[config.mk]
export PLATFORM = sky130hd
export DESIGN_NAME = rfc3339_timestamp_checker_core
export DESIGN_NICKNAME = d
export VERILOG_FILES = /design/src/rtl/rfcts_pkg.sv /design/src/rtl/rfc3339_timestamp_checker_core.sv /design/src/rtl/rfcts_parser.sv
export VERILOG_INCLUDE_DIRS = /design/src /design/src/rtl
export SDC_FILE = /design/constraint.sdc
export NUM_CORES = 1
export LEC_CHECK = 0
export ABC_AREA = 1
export BUFFER_PORTS_ARGS = -buffer_cell sky130_fd_sc_hd__buf_4
export CORE_MARGIN = 4
export CORE_UTILIZATION = 30
export DETAILED_ROUTE_END_ITERATION = 12
export PLACE_DENSITY = 0.52
export SLEW_MARGIN = 20
export SYNTH_ARGS = -nofsm -noshare
export SYNTH_HDL_FRONTEND = slang
export SYNTH_SLANG_ARGS = --single-unit
export TNS_END_PERCENT = 10
[constraint.sdc]
create_clock -name clock -period 3.7 [get_ports clock]
set_clock_uncertainty 0.15 [all_clocks]
set_input_delay 0.37 -clock clock [delete_from_list [all_inputs] [get_ports clock]]
set_output_delay 0.37 -clock clock [all_outputs]
set_load 0.05 [all_outputs]
[src/rtl/rfc3339_timestamp_checker_core_assert.svh]
// assertion macros shared by the timestamp checker
`ifndef RFC3339_TIMESTAMP_CHECKER_CORE_ASSERT_SVH
`define RFC3339_TIMESTAMP_CHECKER_CORE_ASSERT_SVH

// same-cycle implication, held off while reset is high
`define RFCTS_IMPLIES(label, clk, rst, ante, cons) \
   label: assert property (@(posedge clk) disable iff (rst) (ante) |-> (cons)) \
      else $error("rfcts: same-cycle check failed");

// next-cycle implication, held off while reset is high
`define RFCTS_NEXT(label, clk, rst, ante, cons) \
   label: assert property (@(posedge clk) disable iff (rst) (ante) |=> (cons)) \
      else $error("rfcts: next-cycle check failed");

`endif

[src/rtl/rfcts_pkg.sv]
package rfcts_pkg;

   // one character of the string with its end marker
   typedef struct packed {
      logic [7:0] char_code;
      logic       last_char;
   } item_type;

   // parse phase, one-hot
   typedef enum logic [5:0] {
      PH_FIXED     = 6'b000001,
      PH_AFTER_SEC = 6'b000010,
      PH_FRAC_NEED = 6'b000100,
      PH_FRAC      = 6'b001000,
      PH_ZONE      = 6'b010000,
      PH_DONE      = 6'b100000
   } phase_type;

   // character codes
   localparam logic [7:0] CH_DASH  = 8'h2D;
   localparam logic [7:0] CH_PLUS  = 8'h2B;
   localparam logic [7:0] CH_COLON = 8'h3A;
   localparam logic [7:0] CH_DOT   = 8'h2E;
   localparam logic [7:0] CH_T_UP  = 8'h54;
   localparam logic [7:0] CH_T_LO  = 8'h74;
   localparam logic [7:0] CH_Z_UP  = 8'h5A;
   localparam logic [7:0] CH_Z_LO  = 8'h7A;
   localparam logic [7:0] CH_ZERO  = 8'h30;
   localparam logic [7:0] CH_NINE  = 8'h39;

   // places in the fixed part YYYY-MM-DDThh:mm:ss
   localparam logic [4:0] POS_YEAR_LO  = 5'd2;
   localparam logic [4:0] POS_DASH_1   = 5'd4;
   localparam logic [4:0] POS_DASH_2   = 5'd7;
   localparam logic [4:0] POS_T        = 5'd10;
   localparam logic [4:0] POS_COLON_1  = 5'd13;
   localparam logic [4:0] POS_COLON_2  = 5'd16;
   localparam logic [4:0] POS_LAST_FIX = 5'd18;

   // places after the zone sign hh:mm
   localparam logic [4:0] ZPOS_COLON = 5'd2;
   localparam logic [4:0] ZPOS_LAST  = 5'd4;

   // field limits
   localparam logic [6:0] MAX_HOUR   = 7'd23;
   localparam logic [6:0] MAX_MINUTE = 7'd59;
   localparam logic [6:0] MAX_SECOND = 7'd60;

   // append one decimal digit to a two-digit field
   function automatic logic [6:0] push_digit(input logic [6:0] acc, input logic [3:0] dig);
      push_digit = 7'(acc * 7'd10 + {3'b000, dig});
   endfunction

   // days in a month, zero for a month that does not exist
   function automatic logic [4:0] month_length(input logic [6:0] month, input logic leap);
      logic [4:0] len;
      unique case (month)
         7'd1, 7'd3, 7'd5, 7'd7, 7'd8, 7'd10, 7'd12: len = 5'd31;
         7'd4, 7'd6, 7'd9, 7'd11:                   len = 5'd30;
         7'd2:                                      len = leap ? 5'd29 : 5'd28;
         default:                                   len = 5'd0;
      endcase
      month_length = len;
   endfunction

endpackage

[src/rtl/rfc3339_timestamp_checker_core.sv]
// RFC 3339 timestamp checker.
// Request channel: one character per request on req_char_code, with
// req_last_char high on the final character of a string. A request is taken
// at a rising edge with req_valid high and req_stall low.
// Response channel: one response per string, rsp_is_valid high when the whole
// string is a well-formed date-time with a zone. Taken when rsp_valid is high
// and rsp_stall low.
// A request lands in the input register at the edge that takes it; the
// response register is loaded when a final character leaves the input
// register, which a stalled response can hold back.
// Throughput: one character per cycle while req_stall is low, set by the
// single pass of parse logic between the input and response registers.
// Stalls: characters that are not final keep flowing while a response waits.
// A final character stays in the input register while the previous response
// is still stalled, and req_stall is raised until the response slot frees.
// Reset: synchronous; clears the parse state, empties both registers and
// starts a new string.
module rfc3339_timestamp_checker_core (
   input  logic       clock,
   input  logic       reset,
   input  logic       req_valid,
   output logic       req_stall,
   input  logic [7:0] req_char_code,
   input  logic       req_last_char,
   output logic       rsp_valid,
   input  logic       rsp_stall,
   output logic       rsp_is_valid
);
   import rfcts_pkg::*;

   logic     in_valid_ff, in_valid_in;
   item_type in_item_ff;
   logic     rsp_valid_ff, rsp_valid_in;
   logic     rsp_is_valid_ff;
   logic     out_free;
   logic     go;
   logic     take;
   logic     verdict;

   // handshake control
   assign out_free  = !rsp_valid_ff || !rsp_stall;
   assign go        = in_valid_ff && (!in_item_ff.last_char || out_free);
   assign req_stall = in_valid_ff && !go;
   assign take      = req_valid && !req_stall;

   assign in_valid_in  = take || (in_valid_ff && !go);
   assign rsp_valid_in = (go && in_item_ff.last_char) || (rsp_valid_ff && rsp_stall);

   // input register
   always_ff @(posedge clock) begin
      if (reset) begin
         in_valid_ff <= 1'b0;
      end else begin
         in_valid_ff <= in_valid_in;
      end
   end

   always_ff @(posedge clock) begin
      if (take) begin
         in_item_ff.char_code <= req_char_code;
         in_item_ff.last_char <= req_last_char;
      end
   end

   // character parser and field checks
   rfcts_parser u_parser (
      .clock   (clock),
      .reset   (reset),
      .go      (go),
      .item    (in_item_ff),
      .verdict (verdict)
   );

   // response register
   always_ff @(posedge clock) begin
      if (reset) begin
         rsp_valid_ff <= 1'b0;
      end else begin
         rsp_valid_ff <= rsp_valid_in;
      end
   end

   always_ff @(posedge clock) begin
      if (go && in_item_ff.last_char) begin
         rsp_is_valid_ff <= verdict;
      end
   end

   assign rsp_valid    = rsp_valid_ff;
   assign rsp_is_valid = rsp_is_valid_ff;

   // checks
`include "rfc3339_timestamp_checker_core_assert.svh"

   // a character that ends no string never holds up the request side
   `RFCTS_IMPLIES(a_mid_char_flows, clock, reset, in_valid_ff && !in_item_ff.last_char, !req_stall)
   // a final character that leaves the input register yields a response
   `RFCTS_NEXT(a_final_gives_rsp, clock, reset, go && in_item_ff.last_char, rsp_valid)
   // a waiting final character is held back while the response is stalled
   `RFCTS_IMPLIES(a_final_waits, clock, reset, in_valid_ff && in_item_ff.last_char && rsp_valid && rsp_stall, req_stall)

endmodule

[src/rtl/rfcts_parser.sv]
module rfcts_parser (
   input  logic               clock,
   input  logic               reset,
   input  logic               go,
   input  rfcts_pkg::item_type item,
   output logic               verdict
);
   import rfcts_pkg::*;

   // parse state
   phase_type  phase_ff, phase_in;
   logic [4:0] pos_ff, pos_in;
   logic       fail_ff, fail_in;
   // year kept as two pairs of digits, so leap tests need no division
   logic [6:0] year_hi_ff, year_hi_in;
   logic [6:0] year_lo_ff, year_lo_in;
   logic [6:0] month_ff, month_in;
   logic [6:0] day_ff, day_in;
   logic [6:0] hour_ff, hour_in;
   logic [6:0] minute_ff, minute_in;
   logic [6:0] second_ff, second_in;
   logic [6:0] zhour_ff, zhour_in;
   logic [6:0] zminute_ff, zminute_in;

   logic [7:0] c;
   logic [3:0] dig;
   logic       is_dig;
   logic       is_zulu;
   logic       is_sign;
   logic       leap;
   logic       year_ok;
   logic [4:0] mlen;

   // character classes
   assign c       = item.char_code;
   assign dig     = c[3:0];
   assign is_dig  = (c >= CH_ZERO) && (c <= CH_NINE);
   assign is_zulu = (c == CH_Z_UP) || (c == CH_Z_LO);
   assign is_sign = (c == CH_PLUS) || (c == CH_DASH);

   // next state for the current character
   always_comb begin
      phase_in   = phase_ff;
      pos_in     = pos_ff;
      fail_in    = fail_ff;
      year_hi_in = year_hi_ff;
      year_lo_in = year_lo_ff;
      month_in   = month_ff;
      day_in     = day_ff;
      hour_in    = hour_ff;
      minute_in  = minute_ff;
      second_in  = second_ff;
      zhour_in   = zhour_ff;
      zminute_in = zminute_ff;
      if (!fail_ff) begin
         unique case (phase_ff)
            PH_FIXED: begin
               priority if (pos_ff == POS_DASH_1 || pos_ff == POS_DASH_2) begin
                  if (c != CH_DASH) fail_in = 1'b1;
               end else if (pos_ff == POS_T) begin
                  if (c != CH_T_UP && c != CH_T_LO) fail_in = 1'b1;
               end else if (pos_ff == POS_COLON_1 || pos_ff == POS_COLON_2) begin
                  if (c != CH_COLON) fail_in = 1'b1;
               end else if (!is_dig) begin
                  fail_in = 1'b1;
               end else if (pos_ff < POS_YEAR_LO) begin
                  year_hi_in = push_digit(year_hi_ff, dig);
               end else if (pos_ff < POS_DASH_1) begin
                  year_lo_in = push_digit(year_lo_ff, dig);
               end else if (pos_ff < POS_DASH_2) begin
                  month_in = push_digit(month_ff, dig);
               end else if (pos_ff < POS_T) begin
                  day_in = push_digit(day_ff, dig);
               end else if (pos_ff < POS_COLON_1) begin
                  hour_in = push_digit(hour_ff, dig);
               end else if (pos_ff < POS_COLON_2) begin
                  minute_in = push_digit(minute_ff, dig);
               end else begin
                  second_in = push_digit(second_ff, dig);
               end
               if (pos_ff >= POS_LAST_FIX) begin
                  pos_in   = '0;
                  phase_in = PH_AFTER_SEC;
               end else begin
                  pos_in = pos_ff + 5'd1;
               end
            end
            PH_AFTER_SEC: begin
               priority if (c == CH_DOT) begin
                  phase_in = PH_FRAC_NEED;
               end else if (is_zulu) begin
                  phase_in = PH_DONE;
               end else if (is_sign) begin
                  phase_in = PH_ZONE;
                  pos_in   = '0;
               end else begin
                  fail_in = 1'b1;
               end
            end
            PH_FRAC_NEED: begin
               if (is_dig) phase_in = PH_FRAC;
               else        fail_in  = 1'b1;
            end
            PH_FRAC: begin
               priority if (is_dig) begin
                  phase_in = PH_FRAC;
               end else if (is_zulu) begin
                  phase_in = PH_DONE;
               end else if (is_sign) begin
                  phase_in = PH_ZONE;
                  pos_in   = '0;
               end else begin
                  fail_in = 1'b1;
               end
            end
            PH_ZONE: begin
               priority if (pos_ff == ZPOS_COLON) begin
                  if (c != CH_COLON) fail_in = 1'b1;
               end else if (!is_dig) begin
                  fail_in = 1'b1;
               end else if (pos_ff < ZPOS_COLON) begin
                  zhour_in = push_digit(zhour_ff, dig);
               end else begin
                  zminute_in = push_digit(zminute_ff, dig);
               end
               if (pos_ff >= ZPOS_LAST) begin
                  phase_in = PH_DONE;
                  pos_in   = '0;
               end else begin
                  pos_in = pos_ff + 5'd1;
               end
            end
            // anything after a complete zone breaks the string
            default: fail_in = 1'b1;
         endcase
      end
   end

   // leap year and month length from the updated fields
   assign leap    = (year_lo_in[1:0] == 2'b00) &&
                    ((year_lo_in != 7'd0) || (year_hi_in[1:0] == 2'b00));
   assign year_ok = (year_hi_in != 7'd0) || (year_lo_in != 7'd0);
   assign mlen    = month_length(month_in, leap);

   // verdict for a string that ends with this character
   assign verdict = !fail_in && (phase_in == PH_DONE) && year_ok &&
                    (day_in != 7'd0) && (day_in <= {2'b00, mlen}) &&
                    (hour_in <= MAX_HOUR) && (minute_in <= MAX_MINUTE) &&
                    (second_in <= MAX_SECOND) && (zhour_in <= MAX_HOUR) &&
                    (zminute_in <= MAX_MINUTE);

   // state update, cleared at reset and after each final character
   always_ff @(posedge clock) begin
      if (reset || (go && item.last_char)) begin
         phase_ff   <= PH_FIXED;
         pos_ff     <= '0;
         fail_ff    <= 1'b0;
         year_hi_ff <= '0;
         year_lo_ff <= '0;
         month_ff   <= '0;
         day_ff     <= '0;
         hour_ff    <= '0;
         minute_ff  <= '0;
         second_ff  <= '0;
         zhour_ff   <= '0;
         zminute_ff <= '0;
      end else if (go) begin
         phase_ff   <= phase_in;
         pos_ff     <= pos_in;
         fail_ff    <= fail_in;
         year_hi_ff <= year_hi_in;
         year_lo_ff <= year_lo_in;
         month_ff   <= month_in;
         day_ff     <= day_in;
         hour_ff    <= hour_in;
         minute_ff  <= minute_in;
         second_ff  <= second_in;
         zhour_ff   <= zhour_in;
         zminute_ff <= zminute_in;
      end
   end

endmodule
# Yosys cells after proc, flatten, opt, wreduce, memory -nomap -nowiden
# Index checks and enable logic that the tools add are counted.
dict set report totals {
  register_bits 87
  latchBits 0
  ramBits 0
  mem_bits_ro 0
  input_bits 13
  output_inout_bits 3
  word_cells 242
  n_memories 0
}
dict set report op_classes {
  addsub 10
  multipliers 9
  div_mod_pow 0
  n_lt_le_gt_ge 16
  eq_ne 35
  n_shift 0
  muxes 111
  n_bitwise 1
  reduce_logical 43
}
# operator count
set ops {}
lappend ops {{7-bit two-way mux} 79}
lappend ops {{7-bit by 4-bit adder with 7-bit output} 9}
lappend ops {{7-bit by 3-bit multiplier with 6-bit output, second input constant} 9}
lappend ops {{6-bit two-way mux} 8}
lappend ops {{7-bit by 4-bit == test with 1-bit output, second input constant} 5}
lappend ops {{5-bit two-way mux} 6}
lappend ops {{6-bit one-hot mux with 5 select lines} 1}
lappend ops {{7-bit by 3-bit == test with 1-bit output, second input constant} 4}
lappend ops {{8-bit by 6-bit == test with 1-bit output, second input constant} 3}
lappend ops {{7-bit by 6-bit <= comparator with 1-bit output, second input constant} 3}
lappend ops {{7-bit nonzero test} 3}
lappend ops {{5-bit one-hot mux with 4 select lines} 1}
lappend ops {{1-bit logical AND} 17}
lappend ops {{8-bit by 7-bit == test with 1-bit output, second input constant} 2}
lappend ops {{8-bit by 6-bit != test with 1-bit output, second input constant} 2}
lappend ops {{8-bit by 7-bit != test with 1-bit output, second input constant} 2}
lappend ops {{5-bit one-hot mux with 3 select lines} 1}
lappend ops {{7-bit by 2-bit == test with 1-bit output, second input constant} 2}
lappend ops {{7-bit by 5-bit <= comparator with 1-bit output, second input constant} 2}
lappend ops {{1-bit two-way mux} 14}
lappend ops {{1-bit logical OR} 11}
lappend ops {{5-bit by 3-bit == test with 1-bit output, second input constant} 2}
lappend ops {{5-bit by 4-bit == test with 1-bit output, second input constant} 2}
lappend ops {{5-bit by 3-bit less-than comparator with 1-bit output, second input constant} 2}
lappend ops {{27 further kinds} 35}

# Longest topological paths before layout
dict set report logic_depth {
  word_depth 22
  ltp_mapped 31
}

# By module
# A second synthesis with hierarchy kept.
dict set report unflattened {
  hier_cells 1131
  hier_area_um2 7583.5
}
# module n_inst cells_per_inst area_each_um2
set by_module_without_submodules {}
lappend by_module_without_submodules {rfcts_parser 1 1102 7173.1}
lappend by_module_without_submodules {rfc3339_timestamp_checker_core 1 29 410.4}

# Worst setup path after synthesis
# No wires, ideal clock.
dict set report synth_timing {
  path_type {reg-to-reg}
  startpoint {reg in_item_ff[3] (netlist name)}
  endpoint {reg rsp_is_valid_ff, in the netlist rsp_is_valid, data pin}
  arrival_ns 3.530
  slack_ns -0.118
  stages_incl_launch_ff 24
  period_less_slack_ns 3.818
  cell_sequence {edfxtp_1 inv_1 fa_1 o21ai_0 xnor2_1 o21ai_1 inv_2 nand3_2 inv_1 a21oi_1 ha_1 a21oi_1 nand2_1 nand2_1 nand2_1 a21oi_1 nand2_1 nor2_1 nand2_1 nor2_1 nand2_1 nor2_1 nand3_1 nor2_1}
}
dict set report synth_via {
  elab_chain_cells 21
  word_cells_on_any_way 165
  classes_between {9 x add/sub; 8 x order compare; 22 x eq/ne; 102 x mux; 24 x reduce/logical}
}
# item line
set synth_lines {}
lappend synth_lines {{from (decl)} rfc3339_timestamp_checker_core.sv:32} ;# item_type in_item_ff;
lappend synth_lines {{branches (longest 20 deep; another with 7-bit by 4-bit adder with 7-bit output)} -}
lappend synth_lines {{1-bit logical AND (*)} rfcts_parser.sv:149} ;# (second_in <= MAX_SECOND) && (zhour_in <= MAX_HOUR) &&
lappend synth_lines {{named net u_parser.verdict} rfcts_parser.sv:6} ;# output logic verdict
lappend synth_lines {{to (signal assigned)} rfc3339_timestamp_checker_core.sv:85} ;# rsp_is_valid_ff <= verdict;
lappend synth_lines {{to (decl)} rfc3339_timestamp_checker_core.sv:34} ;# logic rsp_is_valid_ff;
# Mark *: on every way through the listed nets, which the timed path passes.
# A chain may end at the register's enable or synchronous reset.

# Worst setup path after layout
dict set report layout_timing {
  startpoint {reg u_parser.month_ff[3]}
  endpoint {reg rsp_is_valid_ff, in the netlist rsp_is_valid, data pin}
}
dict set report layout_via {
  elab_chain_cells 21
  word_cells_on_any_way 33
  classes_between {1 x add/sub; 1 x mul; 1 x order compare; 12 x eq/ne; 10 x mux; 8 x reduce/logical}
}
# item line
set layout_lines {}
lappend layout_lines {{from (decl)} rfcts_parser.sv:17} ;# logic [6:0] month_ff, month_in;
lappend layout_lines {{from (signal assigned)} rfcts_parser.sv:173} ;# month_ff <= month_in;
lappend layout_lines {{7-bit by 3-bit multiplier with 6-bit output} rfcts_pkg.sv:51} ;# push_digit = 7'(acc * 7'd10 + {3'b000, dig});
lappend layout_lines {{7-bit by 4-bit adder with 7-bit output} rfcts_pkg.sv:51}
lappend layout_lines {{7-bit two-way mux} rfcts_parser.sv:70} ;# end else if (pos_ff < POS_DASH_2) begin
lappend layout_lines {{7-bit two-way mux} rfcts_parser.sv:68} ;# end else if (pos_ff < POS_DASH_1) begin
lappend layout_lines {{7-bit two-way mux} rfcts_parser.sv:66} ;# end else if (pos_ff < POS_YEAR_LO) begin
lappend layout_lines {{7-bit two-way mux} rfcts_parser.sv:64} ;# end else if (!is_dig) begin
lappend layout_lines {{7-bit two-way mux} rfcts_parser.sv:62} ;# end else if (pos_ff == POS_COLON_1 || pos_ff == POS_COLON_2) begin
lappend layout_lines {{7-bit two-way mux} rfcts_parser.sv:60} ;# end else if (pos_ff == POS_T) begin
lappend layout_lines {{[... 3 more ...]} -}
lappend layout_lines {{7-bit by 1-bit == test with 1-bit output, or another cell as far along} rfcts_pkg.sv:57} ;# unique case (month)
lappend layout_lines {{7-bit OR reduction / 4-bit OR reduction (equally long branches)} rfcts_pkg.sv:57}
lappend layout_lines {{5-bit one-hot mux with 3 select lines (*)} rfcts_pkg.sv:57}
lappend layout_lines {{7-bit by 5-bit <= comparator with 1-bit output (*)} rfcts_parser.sv:147} ;# (day_in != 7'd0) && (day_in <= {2'b00, mlen}) &&
lappend layout_lines {{1-bit logical AND (*) (2 in series)} rfcts_parser.sv:147}
lappend layout_lines {{1-bit logical AND (*) (2 in series)} rfcts_parser.sv:148} ;# (hour_in <= MAX_HOUR) && (minute_in <= MAX_MINUTE) &&
lappend layout_lines {{1-bit logical AND (*) (2 in series)} rfcts_parser.sv:149}
lappend layout_lines {{named net u_parser.verdict} rfcts_parser.sv:6}
# Mark *: on every way through the listed nets, which the timed path passes. The rest lies on a longest branch.

==> results.md <==
* Setup WS post-layout at -0.1234 ns
* MaxCap Viol Count at 0
* # diodes at 0
* Area occupied by multi-input gates at 5331 µm²
* Clock network power share at 0.357
* Nets at 1,331
* Sw Ratio at 0.3479
* Filler cell count at 2,845
* Finished Layout Cells at 1,568
* Hold EP: in_item_ff[8]$_DFFE_PP_
* Endpoints failing hold at 0
* Data required, critical path at 3.78 ns
* Asr flop ratio synth at 0
* RSZ-0062 raised after global routing: true
* Seq/Total Area, Yosys at 0.2332
* Worst-Margin Slew at 0.9828 ns
* First-pass GRT wire length at 36,270 µm
* Power Dens Cells at 288.1 nW/µm²
* Crit Path Category: reg -> reg
* GRT overflow at 0
* Share of layout cells above drive strength 1 at 0.1427
* CTS tree: yes
* Setup slack, reg-to-reg at -0.12 ns
* RR Endpoint: rsp_is_valid$_DFFE_PP_
* Post-Syn Area at 7899 µm²
* PortBufs at 15
* Post-DP Area at 8763 µm²
* Max Fclk at 0.2615 GHz
* Int Power at 0.001720 W
* Initial antenna violation count at 0
* Hold Path Stages at 1
* Fin area at 9155 µm²
* ANT nets after route at 0
* Hold Crit Class: in -> reg
* Worst Path Buf+Inv at 1
* Setup TNS at -0.1234 ns
* Relative slew slack at 0.3424
* Residual DRC count at 0
* Worst r2r src: u_parser.month_ff[3]$_SDFFE_PP0P_
* Final Setup Violations at 1
* Core Footprint at 25,980 µm²
* Slowest cell on crit path: fa_2
* EDFF count, synth at 10
* Crit-path max FO at 2
* Worst R2R Path Depth at 27
* Chip Height at 170.3 µm
* Worst path depth at 27
* CP dominant cell by count: nand2_1
* Wirelength, routed at 21,690 µm
* Setup Buffers After CTS at 0
* Mean Syn Cell Area at 6.734 µm²
* NetSw at 0.0009177 W
* Flop pwr share at 0.392
* VDD IR-drop max at 212.1 µV
* Routed length per instance at 13.83 µm
* Number of library cell types mapped by synthesis at 46
* Crit end category: flop
* Die Width at 170.3 µm
* CTS Sinks at 87
* Leak at 4.546 nW
* YS warnings at 0
* Comb power frac at 0.251
* Crit path arrival time at 3.90 ns
* Min cycle time layout at 3.823 ns
* Area growth syn-to-layout at 15.90%
* CTS root buffer: clkbuf_16
* Dominant synthesized flop cell: dfxtp_1
* Final core occ at 0.3523
* Routability cong. at 0.9048
* GRT Total Usage at 0.1552
* CTS Buf Count at 9
* Syn Nets at 1,276
* Failing checks: setup timing
* Vias in the first global route at 7,126
* Max clock buf depth at 2
* Register bit total from synthesis at 87
* Post-Place Cells at 1,551
* H-tree depth at 3
* Crit-path max cell delay at 0.37 ns
* Post-DP HPWL at 16,330 µm
* Initial Util at 0.3040
* Hold path start: req_char_code[7]
* Worst-Skew Late Latency at 0.37 ns
* DRT Pass-1 Iters at 7
* # rows at 59
* Io pins at 16
* Register area at 1849 µm²
* Hold slack at 0.03115 ns
* Tcrit/Tclk final at 1.033
* Largest net degree at the start of global routing at 74
* Worst path top cell family by delay: simple AND/OR/NAND/NOR gates
* Die ar. at 28,990 µm²
* Critical Path Start Type: flop
* Pins over their slew limit at 0
* DR vias at 7,412
* Mapped Cells at 1,173
* Via-to-Cell Ratio at 4.727
* Reg clk slew, reported paths at 0.07 ns
* Iteration-0 DRC Markers at 483
* Status: finished, violations left
## per-layer routing
| layer | GRT usage | routed length, µm | up-vias |
|---|---|---|---|
| met5 | 0 | 0 | - |
| met4 | 0.04340 | 383 | 0 |
| met3 | 0.02648 | 964 | 31 |
| met2 | 0.2562 | 9891 | 143 |
| met1 | 0.2095 | 10450 | 3353 |
| li1 | - | - | 3885 |
## registers in the layout (all words and copies together) (netlist names)
| name | count |
|---|---|
| in_item_ff | 9 |
| in_valid_ff | 1 |
| rsp_is_valid | 1 |
| rsp_valid | 1 |
| u_parser.day_ff | 7 |
| u_parser.fail_ff | 1 |
| u_parser.hour_ff | 7 |
| u_parser.minute_ff | 7 |
| u_parser.month_ff | 7 |
| u_parser.phase_ff | 6 |
| u_parser.pos_ff | 5 |
| u_parser.second_ff | 7 |
| u_parser.year_hi_ff | 7 |
| u_parser.year_lo_ff | 7 |
| u_parser.zhour_ff | 7 |
| u_parser.zminute_ff | 7 |
## kinds of logic (layout without fill, tap and decap cells)
family,after synthesis,after routing,share of synthesized area
mux,2,2,0.002535
flops,87,87,0.2332
xor+xnor,53,53,0.05877
compound gates,159,159,0.1126
buf+inv,217,277,0.1050
simple gates,565,565,0.3282
fa+ha+maj,90,90,0.1597
## stage by stage
step | setup WS [ns] | power, W
2_1_floorplan | -0.03710 | 0.001497
3_3_place_gp | -0.06162 | 0.001694
3_5_place_dp | -0.1668 | 0.001697
4_1_cts | -0.1370 | 0.002661
5_1_grt | -0.5406 | 0.002808
6_report | -0.1234 | 0.002638
## worst register-to-register path: cells and delay by family (launching register included)
family / cells / cell delay [ns]
AO/OA/AOI/OAI: 1 / 0.18
XOR/XNOR: 3 / 0.53
adder cells (fa/ha/maj): 4 / 0.91
buffers and inverters: 1 / 0.11
flip-flops: 1 / 0.34
AND/OR/NAND/NOR: 18 / 1.47
## placed cells by master, fill, tap and decap left out, types with 3 or more instances in the layout
cell type and count:
nand2_1 291, inv_1 173, nor2_1 105, nand3_1 74
dfxtp_1 71, ha_1 67, buf_4 66, o21ai_0 60
a21oi_1 52, xnor2_1 26, xor2_1 26, o211ai_1 18
nand4_1 17, inv_2 16, fa_1 16, nand2_2 14
nor2_4 12, o21ai_1 12, nor2_2 10, nand3_2 10
nor3_1 10, edfxtp_1 10, nand3b_1 9, clkbuf_16 9
dfxtp_2 6, nor4_1 4, ha_4 4, o21ai_2 3
nand3_4 3, a211oi_1 3, inv_6 3
## cell type report
type / instances / area share
sequential: 87 / 0.2020
timing repair buffer: 69 / 0.05959
inverter: 192 / 0.07913
clock buffer: 9 / 0.02460
multi-input combinational: 869 / 0.5823
tap: 335 / 0.04578
clock inverter: 7 / 0.006560
## how the worst max path moves through the flow
stage,slack [ns],from,endpoint
detailed placement,-0.17,u_parser.month_ff[1]$_SDFFE_PP0P_,rsp_is_valid$_DFFE_PP_
CTS,-0.14,u_parser.month_ff[1]$_SDFFE_PP0P_,rsp_is_valid$_DFFE_PP_
floorplan,-0.04,in_item_ff[3]$_DFFE_PP_,rsp_is_valid$_DFFE_PP_
finish,-0.12,u_parser.month_ff[3]$_SDFFE_PP0P_,rsp_is_valid$_DFFE_PP_
global route,-0.54,u_parser.month_ff[3]$_SDFFE_PP0P_,rsp_is_valid$_DFFE_PP_
global placement,-0.06,u_parser.month_ff[1]$_SDFFE_PP0P_,rsp_is_valid$_DFFE_PP_
## synth_stat cells (2+ instances only)
master    count  area share
a211oi_1      3      0.0029
a21oi_1      54       0.034
buf_2         3      0.0019
clkbuf_1     19      0.0090
clkinv_1      2     0.00095
dfxtp_1      77        0.20
edfxtp_1     10       0.038
fa_1         18       0.046
ha_1         72        0.11
inv_1       177       0.084
inv_2        13      0.0062
mux2i_1       2      0.0025
nand2_1     296        0.14
nand2_2       9      0.0071
nand3_1      74       0.047
nand3_2      11       0.014
nand3_4       2      0.0044
nand3b_1      9      0.0086
nand4_1      17       0.013
nor2_1      106       0.050
nor2_2       10      0.0079
nor2_4       11       0.016
nor2_8        2      0.0051
nor3_1       10      0.0063
nor4_1        4      0.0032
o211ai_1     18       0.017
o21ai_0      61       0.039
o21ai_1      12      0.0076
o21ai_2       2      0.0022
o22ai_1       2      0.0016
xnor2_1      26       0.029
xor2_1       27       0.030
## repair_timing
item                                   4_1_cts  5_1_grt
hold buffers                                 1        0
endpoints found under the hold margin        1        0
cloned                                       0        0
setup endpoints to repair                    1        1
gates resized for setup                      1       22
pin swaps                                    0       27
## power groups by stage
stage	registers, W	logic [W]	clock network, W
2_1_floorplan	0.00105	0.000444	0
3_3_place_gp	0.00105	0.000641	0
3_5_place_dp	0.00105	0.000644	0
4_1_cts	0.00103	0.000650	0.000980
5_1_grt	0.00104	0.000758	0.00101
6_report	0.00103	0.000663	0.000942
(Power assumes the default switching activity.)
